File: config.mk
export PLATFORM = sky130hd
export DESIGN_NAME = svp_mul
export DESIGN_NICKNAME = d
export VERILOG_FILES = /design/src/rtl/svp_pkg.sv /design/src/rtl/svp_mul.sv
export SDC_FILE = /design/constraint.sdc
export NUM_CORES = 1
export LEC_CHECK = 0
export ABC_AREA = 0
export ABC_CLOCK_PERIOD_IN_PS = 3350
export BUFFER_PORTS_ARGS = -buffer_cell sky130_fd_sc_hd__buf_2
export CAP_MARGIN = 20
export CORE_ASPECT_RATIO = 0.5
export CORE_MARGIN = 3
export CORE_UTILIZATION = 41
export CTS_BUF_LIST = sky130_fd_sc_hd__clkbuf_8
export DETAILED_ROUTE_END_ITERATION = 8
export PLACE_DENSITY = 0.69
export SETUP_SLACK_MARGIN = 0.15
export SLEW_MARGIN = 30
export SYNTH_ARGS = -nofsm -noshare
export SYNTH_HDL_FRONTEND = slang
export SYNTH_SLANG_ARGS = --single-unit
export TNS_END_PERCENT = 30
File: constraint.sdc
create_clock -name i_clk -period 3.35 [get_ports i_clk]
set_input_delay 0.67 -clock i_clk [delete_from_list [all_inputs] [get_ports i_clk]]
set_output_delay 0.67 -clock i_clk [all_outputs]
set_load 0.01 [all_outputs]
File: src/rtl/svp_pkg.sv
// svp_pkg: constants, operation codes, register indexes and the types shared
// by the sample voice player and its serial multiplier
// no dependencies
package svp_pkg;

    localparam int MAX_SAMPLES = 4096;
    localparam int ADDR_W      = $clog2(MAX_SAMPLES);
    localparam int LEN_W       = 13;
    localparam int SMP_W       = 16;
    localparam int VOL_W       = 16;
    localparam int ENV_W       = 17;
    localparam int LOAD_ADDR_W = 12;

    localparam int CFG_IDX_W  = 1;
    localparam int CFG_DATA_W = 13;

    localparam logic [CFG_IDX_W-1:0] REG_LEGATO = 1'd0;
    localparam logic [CFG_IDX_W-1:0] REG_LENGTH = 1'd1;

    localparam logic [1:0] OP_TICK    = 2'd0;
    localparam logic [1:0] OP_TRIGGER = 2'd1;
    localparam logic [1:0] OP_NOTEOFF = 2'd2;
    localparam logic [1:0] OP_LOAD    = 2'd3;

    localparam logic [ENV_W-1:0] ENV_ONE   = 17'd65536;
    localparam logic [ENV_W-1:0] ENV_DECAY = 17'd64881;
    localparam logic [ENV_W-1:0] ENV_STOP  = 17'd66;
    localparam logic [VOL_W-1:0] VOL_RESET = 16'd3277;
    localparam int               NEAR_ZERO = 32;

    // serial multiplier: signed multiplicand, unsigned multiplier
    localparam int MUL_A_W   = 18;
    localparam int MUL_B_W   = 18;
    localparam int MUL_ACC_W = MUL_A_W + 1;
    localparam int MUL_P_W   = 20;
    localparam int MUL_CNT_W = $clog2(MUL_B_W);

    // product >>> 16 is offset by three times this so the divide by three sees
    // a non-negative value
    localparam int DIV_W      = 19;
    localparam int DIV_OFFSET = 98304;
    localparam int DIV_BIAS   = 32768;
    localparam int DIV_CNT_W  = $clog2(DIV_W);

    typedef struct packed {
        logic                      start;
        logic signed [MUL_A_W-1:0] a;
        logic        [MUL_B_W-1:0] b;
    } t_mul_req;

    typedef struct packed {
        logic                      done;
        logic signed [MUL_P_W-1:0] p;
    } t_mul_rsp;

endpackage

File: src/rtl/svp_mul.sv
// svp_mul: bit-serial shift-add multiplier, one multiplier bit per cycle,
// returns the product shifted right by 16
// depends on svp_pkg
module svp_mul
    import svp_pkg::*;
(
    input  logic     i_clk,
    input  logic     i_rst_n,
    input  t_mul_req i_req,
    output t_mul_rsp o_rsp
);

    localparam logic [MUL_CNT_W-1:0] LAST = MUL_CNT_W'(MUL_B_W - 1);

    logic                              r_busy;
    logic                              r_done;
    logic [MUL_CNT_W-1:0]              r_cnt;
    logic signed [MUL_A_W-1:0]         r_m;
    logic [MUL_ACC_W+MUL_B_W-1:0]      r_p;
    logic signed [MUL_ACC_W-1:0]       n_sum;

    assign n_sum = $signed(r_p[MUL_ACC_W+MUL_B_W-1:MUL_B_W])
                 + (r_p[0] ? MUL_ACC_W'(r_m) : MUL_ACC_W'(0));

    always_ff @(posedge i_clk) begin
        if (!i_rst_n) begin
            r_busy <= 1'b0;
            r_done <= 1'b0;
            r_cnt  <= '0;
        end else begin
            r_done <= 1'b0;
            if (i_req.start) begin
                r_busy <= 1'b1;
                r_cnt  <= '0;
            end else if (r_busy) begin
                r_cnt <= r_cnt + 1'b1;
                if (r_cnt == LAST) begin
                    r_busy <= 1'b0;
                    r_done <= 1'b1;
                end
            end
        end
    end

    always_ff @(posedge i_clk) begin
        if (i_req.start) begin
            r_m <= i_req.a;
            r_p <= {MUL_ACC_W'(0), i_req.b};
        end else if (r_busy) begin
            r_p <= {n_sum[MUL_ACC_W-1], n_sum, r_p[MUL_B_W-1:1]};
        end
    end

    assign o_rsp.done = r_done;
    assign o_rsp.p    = $signed(r_p[MUL_P_W+15:16]);

endmodule

==> results of run 1 <==
power groups by stage:
stage	clock (mW)	sequential [mW]	combinational (mW)
2_1_floorplan	0	0.901	0.263
3_3_place_gp	0	0.910	0.325
3_5_place_dp	0	0.911	0.335
4_1_cts	0.621	0.896	0.337
5_1_grt	0.657	0.903	0.375
6_report	0.599	0.895	0.337
Yosys cell counts, types with 2 or more instances:
master and count:
sky130_fd_sc_hd__nor2b_1 2, sky130_fd_sc_hd__nand3b_1 2, sky130_fd_sc_hd__a31oi_1 2, sky130_fd_sc_hd__xnor2_1 3, sky130_fd_sc_hd__buf_4 21, sky130_fd_sc_hd__nor3_1 5
sky130_fd_sc_hd__o21ai_0 14, sky130_fd_sc_hd__and2_1 17, sky130_fd_sc_hd__nand3_1 5, sky130_fd_sc_hd__inv_1 9, sky130_fd_sc_hd__or4_1 2, sky130_fd_sc_hd__o211ai_1 2
sky130_fd_sc_hd__a21o_1 6, sky130_fd_sc_hd__and3_1 3, sky130_fd_sc_hd__o21a_1 2, sky130_fd_sc_hd__clkbuf_1 10, sky130_fd_sc_hd__a211oi_1 8, sky130_fd_sc_hd__nand2b_1 3
sky130_fd_sc_hd__dfxtp_1 25, sky130_fd_sc_hd__ha_1 20, sky130_fd_sc_hd__xor2_1 9, sky130_fd_sc_hd__mux2_2 19, sky130_fd_sc_hd__a21oi_1 18, sky130_fd_sc_hd__nand4_1 4
sky130_fd_sc_hd__a32o_1 2, sky130_fd_sc_hd__nor2b_4 2, sky130_fd_sc_hd__edfxtp_1 36, sky130_fd_sc_hd__a22o_1 4, sky130_fd_sc_hd__mux2i_1 2, sky130_fd_sc_hd__nand2_1 19
sky130_fd_sc_hd__nor3b_1 3, sky130_fd_sc_hd__nor2_1 24
layout by cell type, fill, tap and decap left out, types with 4 or more instances in the layout:
master,n
sky130_fd_sc_hd__nand2_1,19
sky130_fd_sc_hd__a21oi_1,18
sky130_fd_sc_hd__nand4_1,4
sky130_fd_sc_hd__inv_1,13
sky130_fd_sc_hd__edfxtp_1,36
sky130_fd_sc_hd__xor2_1,9
sky130_fd_sc_hd__a22o_1,4
sky130_fd_sc_hd__and2_1,17
sky130_fd_sc_hd__o21ai_0,14
sky130_fd_sc_hd__ha_1,20
sky130_fd_sc_hd__mux2_2,19
sky130_fd_sc_hd__buf_2,59
sky130_fd_sc_hd__nand3_1,5
sky130_fd_sc_hd__clkbuf_8,9
sky130_fd_sc_hd__a211oi_1,8
sky130_fd_sc_hd__buf_4,4
sky130_fd_sc_hd__a21o_1,6
sky130_fd_sc_hd__nor3_1,5
sky130_fd_sc_hd__nor2_1,24
sky130_fd_sc_hd__dfxtp_1,25
critical path: stages (launching register included):
cell and delay (ps):
sky130_fd_sc_hd__edfxtp_1 390, sky130_fd_sc_hd__and2_1 140, sky130_fd_sc_hd__ha_1 180, sky130_fd_sc_hd__inv_1 60, sky130_fd_sc_hd__fa_1 430, sky130_fd_sc_hd__nor2b_4 150, sky130_fd_sc_hd__o31a_1 190, sky130_fd_sc_hd__o2111ai_2 130
sky130_fd_sc_hd__nor2b_4 170, sky130_fd_sc_hd__o41a_1 330, sky130_fd_sc_hd__xnor2_1 140, sky130_fd_sc_hd__a22o_1 200
state kept, by name, indices dropped and copies added (netlist names):
| register | cells |
|---|---|
| r_p | 36 |
| r_busy | 1 |
| r_m | 18 |
| r_done | 1 |
| r_cnt | 5 |
routing by layer:
layer,up-vias,share of wire,wire length [µm],GRT usage
met5,-,0,0,0
met4,0,0.019,137,0.0525
met3,16,0.082,588,0.0682
met2,86,0.42,2990,0.233
met1,1169,0.48,3450,0.204
li1,1225,-,-,-
through the flow:
step	std cells	hold slack, ps	power [mW]	area [µm²]
2_1_floorplan	320	459	1.16	3410
3_3_place_gp	459	484	1.24	3670
3_5_place_dp	459	480	1.25	3670
4_1_cts	474	478	1.85	3850
5_1_grt	474	474	1.93	3850
6_report	474	499	1.83	3850
area by class of cell:
class,instances,share of cell area
Multi-Input combinational cell,218,0.415
Timing Repair Buffer,63,0.0845
Tap cell,108,0.0351
Clock buffer,9,0.0322
Inverter,9,0.00878
Clock inverter,6,0.0130
Sequential cell,61,0.411
logic make-up after synthesis:
kind of cell    Yosys count
flops                    61
fa+ha+maj                21
compound gates           69
simple gates             95
buf+inv                  41
mux                      21
xor+xnor                 12
final timing paths:
check | start | endpoint | cells past startpoint
hold / removal | i_req[28] | r_m[10]$_DFFE_PP_ | 1
setup reg to reg | r_p[0]$_DFFE_PP_ | r_p[33]$_SDFFE_PP0P_ | 11
setup / recovery | r_p[0]$_DFFE_PP_ | r_p[33]$_SDFFE_PP0P_ | 11
hold reg to reg | r_p[21]$_SDFFE_PP0P_ | r_p[21]$_SDFFE_PP0P_ | 2
==> results by stage, run 1 <==
Floorplanning:
- The floorplan step set the die height to between 70 and 80 µm.
- The floorplan has 22 rows.
- The full die area is 0.00953 mm².
- The I/O pin total is 60.
- The initial utilization of the core area, before any placement, comes to 0.443.
- The floorplan step set the die width to around 140 µm.
- The standard cell core area is 0.00771 mm².

Synth:
- Of the total synthesized cell area, the portion taken by full adders, half adders and majority gates is 0.0791.
- Sorting the synthesized cells by area gives the leading types as sky130_fd_sc_hd__edfxtp_1, sky130_fd_sc_hd__dfxtp_1, sky130_fd_sc_hd__ha_1.
- The synthesis warning total is 0.
- By area, the combinational part of the netlist is dominated by simple AND/OR/NAND/NOR gates.
- The area fraction in and, or, nand and nor cells after synthesis is 0.148.
- The synthesized design contains 36 enable-type register cells.
- The synthesized netlist occupies a cell area of 0.00341 mm².
- The sequential area share after synthesis is 0.463.
- Counting flops with an async set or reset pin after synthesis yields a share of 0.
- Synthesis produced a netlist with a net count of 380.
- The flip-flop cell with the highest count after synthesis is sky130_fd_sc_hd__edfxtp_1.
- The area share of the leading cell type in the synthesized netlist is 0.317.
- The number of distinct library cells after synthesis is around 50.
- The multiplexer fraction of the synthesized cell area is 0.0685.
- The per-instance average area after synthesis is roughly 11 µm².
- The share of the synthesized area in compound gates (AO/OA/AOI/OAI) is 0.142.
- Of the total synthesized cell area, the portion taken by XOR and XNOR cells is 0.0308.
- The synthesized instance count is 320.
- The largest total area in the synthesized netlist belongs to sky130_fd_sc_hd__edfxtp_1.
- Counting flops and latches in the post-synthesis netlist gives between 60 and 70.

Detailed routing:
- The vias after detailed routing is 2496.
- In this run the remaining antenna-violating nets after routing total 0.
- Before antenna repair, the detailed router went through 5 iterations.
- The first routing iteration left roughly 150 violations.
- In the routed design, unresolved DRC markers number 0.
- The routed wirelength normalized by instance count is approximately 15 µm.
- In the routed layout, each cell is associated on average with a via count of 5.27.
- The total wire length is 7.17 mm.

Setup path:
- The arrival time at the worst endpoint is roughly 2900 ps.
- The register-to-register setup slack is 730 ps.
- STA classifies the critical path startpoint as a register.
- Data on the critical path is required at its endpoint by approximately 3600 ps.
- The worst setup path is captured at a register.
- The highest net fanout along the worst path is 6.
- The worst setup path is of the register to register kind.

Place:
- The number of port buffers is 59.
- The half-perimeter wire length after placement is about 5.2 mm.
- At the placement stage, the worst setup path has a slack of about 740 ps.
- Routability-driven placement finished with a final weighted congestion of 0.970.

STA:
- The worst path in the final design needs a cycle of about 2600 ps, including I/O delays and setup.
- Setup repair after global routing left no endpoint under its margin.
- The slew of the pin with the lowest slew margin is about 700 ps.
- The worst-case setup margin in the final layout is around 730 ps.
- The worst setup skew after layout is 5.47 ps.
- Setup violations remaining at the end of the flow were counted as 0.
- Dividing the final minimum period by the clock period gives 0.782.
- The number of slew-limit violations in the final report is 0.
- Based on the critical path, the design can be clocked at up to 382 MHz.
- Setup total negative slack on the finished layout was measured at 0 ps.
- Headroom to the max-slew limit came out at 0.546.
- The final-report hold violation count is 0.

CTS:
- The clock latency of the later-clocked register in the worst-skew pair is about 340 ps.
- The number of clock buffers added by TritonCTS is 9.
- In this run the clock root is driven by a sky130_fd_sc_hd__clkbuf_8.
- CTS saw 61 sinks.
- The count of H-tree levels built during CTS is 3.
- The number of instances resized during post-cts repair is 0.
- The maximum clock insertion buffer count is 2.
- The clock tree from TritonCTS is built.
- The post-CTS clock slew at the launch and capture registers of the worst setup and hold paths is approximately 60 ps.
- The number of hold buffers added after CTS is 0.
- The post-CTS setup buffer count is 0.

GRT:
- The first-pass GRT wire length is between 10 and 15 mm.
- The global-route congestion overflow total is 0.
- In the global route stage, overall resource usage came out at 0.156.
- Entering global routing, the biggest net connects 35 pins.
- The number of antenna violations at the first check in global routing was 0.
- The via count of the first global-routing pass is ~2400.

Finish:
- The count of nets after finishing is 422.
- Of the cells placed in the final design, the portion with a size suffix greater than 1 is 0.279.
- The area taken by multi-input logic gates is 0.00160 mm².
- The layout filler cell count is 721.
- The area growth from synthesis to layout is 12.7%.
- The share of the core filled with cells is 0.499.
- 0 antenna diodes ended up in the layout.
- The register cell area after layout is roughly 0.0016 mm².

Worst hold path:
- The path class of the tightest hold or removal check is input pin to register.

Run:
- The max-capacitance violation count is 0.

Power:
- The internal power of the cells totals 1.34 mW.
- The fraction of power spent switching nets is 0.269.
- The worst-case vdd ir drop is 0.235 mV.
- Of the total power, registers draw 0.489.
- The net switching component of the power is ~0.5 mW.
- In this run the power density over the cells is 476 mW/mm².
- The proportion of power drawn by the clock network is 0.327.
- The combinational group share of total power is 0.184.
- The analysis attributes to cell leakage a power of 1.64 nW.

Outcome:
- The flow ran to the end, and the final reports show no timing, DRC or antenna violations.
No activity file was read; power rests on OpenSTA's default activity.
==> run 2: changes to the inputs <==
--- a/config.mk
+++ b/config.mk
@@ -6,7 +6,7 @@
 export NUM_CORES = 1
 export LEC_CHECK = 0
 export ABC_AREA = 0
-export ABC_CLOCK_PERIOD_IN_PS = 3350
+export ABC_CLOCK_PERIOD_IN_PS = 2400
 export BUFFER_PORTS_ARGS = -buffer_cell sky130_fd_sc_hd__buf_2
 export CAP_MARGIN = 20
 export CORE_ASPECT_RATIO = 0.5
@@ -14,7 +14,7 @@
 export CORE_UTILIZATION = 41
 export CTS_BUF_LIST = sky130_fd_sc_hd__clkbuf_8
 export DETAILED_ROUTE_END_ITERATION = 8
-export PLACE_DENSITY = 0.69
+export PLACE_DENSITY = 0.71
 export SETUP_SLACK_MARGIN = 0.15
 export SLEW_MARGIN = 30
 export SYNTH_ARGS = -nofsm -noshare
==> constraint.sdc (replaced) <==
create_clock -name i_clk -period 2.4 [get_ports i_clk]
set_input_delay 0.48 -clock i_clk [delete_from_list [all_inputs] [get_ports i_clk]]
set_output_delay 0.48 -clock i_clk [all_outputs]
set_load 0.01 [all_outputs]
==> run 2 against run 1 <==
Effect of this change: critical path type unchanged; critical endpoint is now r_p[29]$_SDFFE_PP0P_; via count is 6.7% higher; the flow now finishes with violations (negative setup slack); first-iteration DRC count decreased by 28%; die area unchanged.
==> results by stage, run 2 (same netlist as run 1, synthesis figures left out) <==
GRT:
- The first global-routing pass estimated 12.8 mm of wire.
- The number of antenna violations at the first check in global routing is 0.
- The met3 track demand over resource is 0.0668.
- The via count of the first global-routing pass is between 2000 and 3000.
- The overall fraction of global-route tracks in use is 0.171.
- The pin count of the biggest net entering global routing is 31.
- The busiest layer in global routing is met2.
- For met1 alone, demand over resource in global routing was 0.210.
- The total overflow left after global routing is 0.
- The global-route met2 utilization is 0.270.

Detailed routing:
- The first detailed-routing pass took 4 iterations.
- In this run, the number of DRC markers left after iteration 0 of detailed routing was 110.
- The post-route antenna net violation count is 0.
- The routed wirelength normalized by instance count is approximately 16 µm.
- The number of vias per cell is 5.30.
- The vias after detailed routing is 2662.
- The DRC violation count after routing is 0.
- The total wire length is between 7 and 8 mm.

CTS:
- The count of H-tree levels built during CTS is 3.
- The post-CTS clock slew at the launch and capture registers of the worst setup and hold paths is around 70 ps.
- The maximum clock insertion buffer count is 2.
- Clock tree synthesis inserted a total of 9 buffers.
- The sink count of the clock tree is 61.
- The clock tree from TritonCTS is built.
- The later pin in the worst-skew pair is clocked with a latency of between 300 and 400 ps.
- The tree is rooted in a sky130_fd_sc_hd__clkbuf_8.

Finish:
- The top cell types in the final layout, fill and taps aside, are sky130_fd_sc_hd__buf_2, sky130_fd_sc_hd__edfxtp_1, sky130_fd_sc_hd__buf_4, sky130_fd_sc_hd__dfxtp_1, sky130_fd_sc_hd__nor2_1.
- 0 antenna diodes ended up in the layout.
- The fraction of final layout cells sized beyond drive strength 1 is 0.376.
- The count of nets after finishing is roughly 450.
- Leaving out fill and tap cells, the most frequent cell in the layout is sky130_fd_sc_hd__buf_2.
- The register cell area after layout is approximately 0.0016 mm².
- The area added between synthesis and finish is 22.8%.
- The register with the most flip-flops in the layout has 36 of them.
- The layout filler cell count is ~700.
- The largest registers in the layout are r_p: 36 flops, r_m: 18 flops, r_cnt: 5 flops.
- After routing the design area is roughly 0.0042 mm².
- The register bank with the most flops is r_p.
- The multi-input combinational cells in the finished layout cover a total of around 0.0017 mm².

STA:
- The final critical-path required period is approximately 2500 ps.
- The worst setup skew after layout is 7.64 ps.
- The final-report hold violation count is 0.
- The highest clock rate is around 390 MHz.
- The relative slew slack is 0.457.
- The worst-case setup margin in the final layout is -133 ps.
- Setup repair after global routing could not meet its margin everywhere.
- The number of slew-limit violations in the final report was 0.
- At the pin with the least slew margin, the transition time is just over 800 ps.
- Setup violations remaining at the end of the flow were counted as 5.
- The share of the clock period used by the worst path after layout is 1.06.
- On the final layout, the worst hold slack is ~300 ps.

Floorplanning:
- For this configuration, the core starts out at a cell density of 0.443.
- The number of placement rows is 22.
- The I/O pin total is 60.
- The die height is about 71 µm.
- The chip width is 135 µm.
- The full die area is around 0.0095 mm².
- In this run the standard cell core region covers roughly 0.0077 mm².

Outcome:
- The run finished, with violations left.
- The final reports fail on negative setup slack.

Place:
- After detailed placement, the total cell area comes to between 0.003 and 0.004 mm².
- At the end of routability-driven placement, the weighted congestion stood at 0.923.
- The number of port buffers is 59.
- The half-perimeter wire length after placement is 5.52 mm.

Setup path:
- Data on the critical path arrives at its endpoint at between 2000 and 3000 ps.
- The cell with the most instances on the worst path is sky130_fd_sc_hd__nor2b_4.
- The type of the worst setup path is register to register.
- The category of the worst setup path capture point is a register.
- The critical path's largest stage delay is ~440 ps.
- Of all nets on the critical path, the largest fanout is 5.
- The slowest stage of the critical path belongs to the cell sky130_fd_sc_hd__edfxtp_1.
- The critical path launch point type is a register.
- Walking the worst path, the cells encountered are and2_4 > ha_4 > inv_2 > fa_2 > nor2b_4 > o31a_1 > o2111ai_2 > nor2b_4 > a21oi_2 > or3_1 > a32o_1.
- At the worst endpoint, the required time is 2640 ps.

Power:
- Of the total power, the clock network draws 0.346.
- The power density over cell area is approximately 670 mW/mm².
- For this design the total switching power over the nets is ~0.74 mW.
- The combinational group share of total power is 0.204.
- The worst-case vdd ir drop is between 0.3 and 0.4 mV.
- The leakage power summed over all cells is 1.79 nW.
- Of the total power, the share spent switching nets is 0.265.
- The internal power is about 2.1 mW.
- The share of total power dissipated in sequential elements is 0.450.

Worst hold path:
- In this run the worst hold path is classified as input pin to register.

Run:
- The max-capacitance violation count is 0.
## run 2: cell count changes in the layout (fill, tap and decap cells not counted), moves of 3 or more
cell and delta:
sky130_fd_sc_hd__a21oi_1 -4, sky130_fd_sc_hd__ha_1 -4, sky130_fd_sc_hd__ha_4 +3, sky130_fd_sc_hd__inv_1 -4, sky130_fd_sc_hd__buf_4 +25, sky130_fd_sc_hd__a21oi_2 +4
## run 2: path summary, 6_finish.rpt
path	start	endpoint	slack, ps	cells after the start
max reg2reg	r_p[0]$_DFFE_PP_	r_p[29]$_SDFFE_PP0P_	-130	11
min reg2reg	r_p[21]$_SDFFE_PP0P_	r_p[21]$_SDFFE_PP0P_	490	2
min	i_req[21]	r_m[3]$_DFFE_PP_	300	1
max	r_p[0]$_DFFE_PP_	r_p[29]$_SDFFE_PP0P_	-130	11
## run 2: layout make-up
class	count	area share
Multi-Input combinational cell	218	0.404
Sequential cell	61	0.377
Timing Repair Buffer	90	0.130
Tap cell	108	0.0322
Clock buffer	9	0.0295
Clock inverter	7	0.0194
Inverter	9	0.00805
## run 2: critical path: cells and delay by family, from the launching register on
family                   cells  cell delay [ps]
AO/OA/AOI/OAI                4              810
adder cells (fa/ha/maj)      2              370
buffers and inverters        1               50
flip-flops                   1              440
AND/OR/NAND/NOR              4              770
## run 2: metrics by stage
step	TNS [ps]	setup WS, ps	utilization	cells	total power [mW]
final	-310	-133	0.544	502	2.79
after global routing	-1670	-257	0.544	502	2.93
after global placement	-142	-68.5	0.500	481	1.79
after detailed placement	-478	-162	0.500	481	1.80
after floorplan	-315	-158	-	320	1.63
after CTS	-293	-141	0.537	499	2.81
## run 2: per-layer routing
layer,vias up,wire length [µm]
met2,88,3680
li1,1287,-
met3,12,581
met5,-,0
met1,1275,3510
met4,0,106
## run 2: timing repair
item / CTS / global route
gates resized for setup: 11 / 8
setup endpoints to repair: 12 / 13
hold buffers: 0 / 0
pin swaps: 3 / 6
setup buffers: 2 / 3
## run 2: power by group through the flow
| stage | combinational, mW | clock (mW) | sequential (mW) |
|---|---|---|---|
| after global routing | 0.627 | 1.03 | 1.26 |
| after global placement | 0.513 | 0 | 1.27 |
| after detailed placement | 0.531 | 0 | 1.27 |
| after CTS | 0.552 | 0.999 | 1.25 |
| after floorplan | 0.368 | 0 | 1.26 |
| final | 0.568 | 0.966 | 1.26 |
==> run 3: changes to the inputs <==
--- a/config.mk
+++ b/config.mk
@@ -5,7 +5,7 @@
 export SDC_FILE = /design/constraint.sdc
 export NUM_CORES = 1
 export LEC_CHECK = 0
-export ABC_AREA = 0
+export ABC_AREA = 1
 export ABC_CLOCK_PERIOD_IN_PS = 2400
 export BUFFER_PORTS_ARGS = -buffer_cell sky130_fd_sc_hd__buf_2
 export CAP_MARGIN = 20
==> run 3 against run 2 <==
Effect of this change: the flow now finishes without violations; combinational power is 21% lower; sequential share of layout area increased by 0.68 points; synthesized cell count increased by 48%; setup slack improved by 480 ps; highest routed layer unchanged; power is 3.3% lower; clock power hardly changed; via count is 9.1% higher; routed wire length decreased by 3.6%.
==> results by stage, run 3 <==
Outcome:
- The flow ran to the end, and the final reports show no timing, DRC or antenna violations.

Setup path:
- Along the worst path, the maximum fanout reaches 17.
- Data on the critical path arrives at its endpoint at 2300 ps.
- By startpoint and endpoint, the worst setup path is classified as register to register.
- Counting cells, the worst reg-to-reg path comes to 14.
- The slowest stage cell on the critical path is sky130_fd_sc_hd__edfxtp_1.
- The category of the worst setup path capture point is a register.
- The most numerous cell type found on the critical path is sky130_fd_sc_hd__nand2_1.
- Walking the worst path, the cells encountered are buf_4 > nand2_1 > inv_1 > ha_1 > nand2_1 > inv_1 > a21oi_1 > nand3_2 > nand2_1 > nand2_1 > nand2_1 > nand3_1 > nand2_1 > inv_1.
- STA puts the critical path data required time at roughly 2700 ps.
- For this run, the slowest stage of the critical path takes 390 ps.
- The critical path launch point type is a register.

Detailed routing:
- The count of nets left with antenna violations once routing finished came out at 0.
- Dividing the detail-routed wire length by the instance count gives 12.0 µm.
- Summed over all layers, the routed wires come to 7.59 mm.
- The number of optimization iterations in the first detailed-route pass is 4.
- For this block, the via count after detailed routing is between 2000 and 3000.
- The number of vias per cell is roughly 4.6.
- The DRC violation count after routing is 0.
- In this run, the number of DRC markers left after iteration 0 of detailed routing was 203.

Floorplanning:
- The chip width is ~140 µm.
- The core region is 0.00829 mm².
- The I/O pin total is 60.
- The number of placement rows is 23.
- The die height is roughly 72 µm.
- The initial core utilization is 0.437.
- The floorplan step defined a die boundary enclosing 0.0101 mm².

Synth:
- The sequential area share after synthesis is 0.437.
- The net count after synthesis is between 500 and 600.
- The most instantiated library cell after synthesis is sky130_fd_sc_hd__nand2_1.
- Ranked by instance count, the synthesized netlist is headed by sky130_fd_sc_hd__nand2_1, sky130_fd_sc_hd__inv_1, sky130_fd_sc_hd__edfxtp_1, sky130_fd_sc_hd__nor2_1.
- The number of distinct library cells after synthesis is 34.
- Yosys attributes the largest share of cell area to sky130_fd_sc_hd__edfxtp_1, sky130_fd_sc_hd__nand2_1, sky130_fd_sc_hd__dfxtp_1.
- The synthesized design spends more area on one cell type than any other, namely sky130_fd_sc_hd__edfxtp_1.
- The number of enable-type register cells in the synthesized netlist is 36.
- The summed instance area of the synthesized netlist is between 0.003 and 0.004 mm².
- Among all flip-flop cells after synthesis, the most frequent one is sky130_fd_sc_hd__edfxtp_1.
- In the synthesized netlist the async set-or-reset flop fraction comes to 0.
- For this run, the number of Yosys warnings is 0.
- The flip-flop and latch count after synthesis is just over 60.
- Averaged over all synthesized cells, the footprint is around 7.7 µm².
- The area share of the leading cell type in the synthesized netlist is 0.299.
- In the synthesized netlist, the number of instances is between 400 and 500.

GRT:
- The first global-routing pass estimated 12.8 mm of wire.
- Across every metal layer, demand over resource in global routing totals 0.160.
- The global-route congestion overflow total is 0.
- The via count of the first global-routing pass is between 2000 and 3000.
- The pin count of the biggest net entering global routing is 38.
- The number of antenna violations at the first check in global routing is 0.

Worst hold path:
- Along the worst hold path, the cell count comes to 1.
- The path class of the lowest-slack min-delay path is input pin to register.

CTS:
- Clock tree synthesis found a total of 61 sinks.
- The clock reaches the later pin of the worst-skew pair after 340 ps.
- After clock tree synthesis, the clock-pin slew on the worst setup and hold paths is approximately 70 ps.
- The count of H-tree levels built during CTS is 3.
- The clock tree root buffer cell is sky130_fd_sc_hd__clkbuf_8.
- The clock tree from TritonCTS is built.
- The clock passes through at most 2 buffers.
- Buffers added to address setup during post-CTS repair amount to 0.
- The number of clock buffers added by TritonCTS is 9.

STA:
- Headroom to the max-slew limit came out at 0.656.
- For the finished layout, the period the worst path requires is 2050 ps.
- The share of the clock period used by the worst path after layout is 0.854.
- The worst hold margin is approximately 310 ps.
- For this run, the top clock speed supported by timing is between 400 and 500 MHz.
- The number of slew-limit violations in the final report is 0.
- The count of final setup violators is 0.
- Across the routed clock network, the largest skew measured is approximately 10 ps.
- The post-route setup TNS is 0 ps.
- The final-report hold violation count was 0.
- Setup repair after global routing could not meet its margin everywhere.
- At the pin with the least slew margin, the transition time is approximately 520 ps.

Finish:
- At the end of the flow the core is filled with cells to 0.497.
- The count of nets after finishing is approximately 580.
- The fraction of final layout cells sized beyond drive strength 1 is 0.216.
- Leaving out fill and tap cells, the most frequent cell in the layout is sky130_fd_sc_hd__nand2_1.
- In the layout the commonest cells are sky130_fd_sc_hd__nand2_1, sky130_fd_sc_hd__buf_2, sky130_fd_sc_hd__inv_1, sky130_fd_sc_hd__nor2_1, sky130_fd_sc_hd__edfxtp_1.
- From synthesis to final layout, the design area changed by 13.8%.
- The post-route standard cell area excluding fillers is ~0.0041 mm².
- The antenna diode count is 0.
- Ranked by flip-flop count, first place goes to r_p.
- The register with the most flip-flops in the layout has 36 of them.
- The layout filler cell count is 794.
- The largest registers in the layout are r_p: 36 flops, r_m: 18 flops, r_cnt: 5 flops.

Power:
- The final total power is 2.70 mW.
- The leakage power summed over all cells is 2.16 nW.
- VDD sags by at most 0.358 mV.
- In this run the power density over the cells is roughly 660 mW/mm².

Place:
- The congestion estimate from routability-driven global placement came to 0.910.
- The half-perimeter wire length after placement is around 5.7 mm.
- Buffers placed on the I/O ports in this run total 59.
- In this run the cell area measured after placement is a little under 0.004 mm².

Run:
- The max-capacitance violation count is 0.
[run 3: changes by cell type in the layout (fill, tap and decap cells not counted), sizes merged, moves of 9 or more]
cell   previous run  this run
inv              10        63
and2             17         1
xor2              9         0
nor2             25        40
nand3             5        27
nand2            19       177
buf              90        65
mux2             19         0
[run 3: where the power goes]
part	internal, mW	switching (mW)	leakage, nW	total, mW
clock	0.579	0.423	0.104	1.00
combinational	0.171	0.280	1.49	0.451
sequential	1.20	0.0444	0.566	1.25
[run 3: stage by stage]
step | worst slack, ps | std cells
6_report | 350 | 635
5_1_grt | 139 | 635
3_3_place_gp | 362 | 619
4_1_cts | 322 | 635
3_5_place_dp | 335 | 619
2_1_floorplan | 198 | 473
[run 3: final timing paths]
check                        from                    to  slack (ps)
max              r_p[0]$_DFFE_PP_  r_p[34]$_SDFFE_PP0P_         350
max reg2reg      r_p[0]$_DFFE_PP_  r_p[34]$_SDFFE_PP0P_         350
min                     i_req[31]     r_m[13]$_DFFE_PP_         310
min reg2reg  r_p[26]$_SDFFE_PP0P_  r_p[26]$_SDFFE_PP0P_         470
[run 3: timing repair]
action | in CTS | in global routing
gates resized for setup | 0 | 2
endpoints found under the setup margin | 0 | 4
hold buffers | 0 | 0
[run 3: critical path: cells and delay by family, from the launching register on]
family / cells / cell delay (ps)
buffers and inverters: 4 / 340
AO/OA/AOI/OAI: 1 / 170
AND/OR/NAND/NOR: 8 / 700
adder cells (fa/ha/maj): 1 / 330
flip-flops: 1 / 390
[run 3: logic make-up after synthesis]
logic type,after synthesis,synth area share
simple gates,260,0.306
flops,61,0.437
buf+inv,94,0.121
compound gates,37,0.0615
fa+ha+maj,21,0.0747
[run 3: layout make-up]
type	count	area [µm²]	area share
inverter	63	236	0.0574
timing repair buffer	65	340	0.0826
multi-input combinational	318	1610	0.390
tap	112	140	0.0340
sequential	61	1580	0.384
clock inverter	7	91.3	0.0222
clock buffer	9	124	0.0301
[run 3: layer usage]
layer / share of wire / wire length, µm / GRT usage
met1: 0.51 / 3860 / 0.217
met2: 0.41 / 3150 / 0.244
met3: 0.061 / 460 / 0.0553
met4: 0.016 / 125 / 0.0488
met5: 0 / 0 / 0
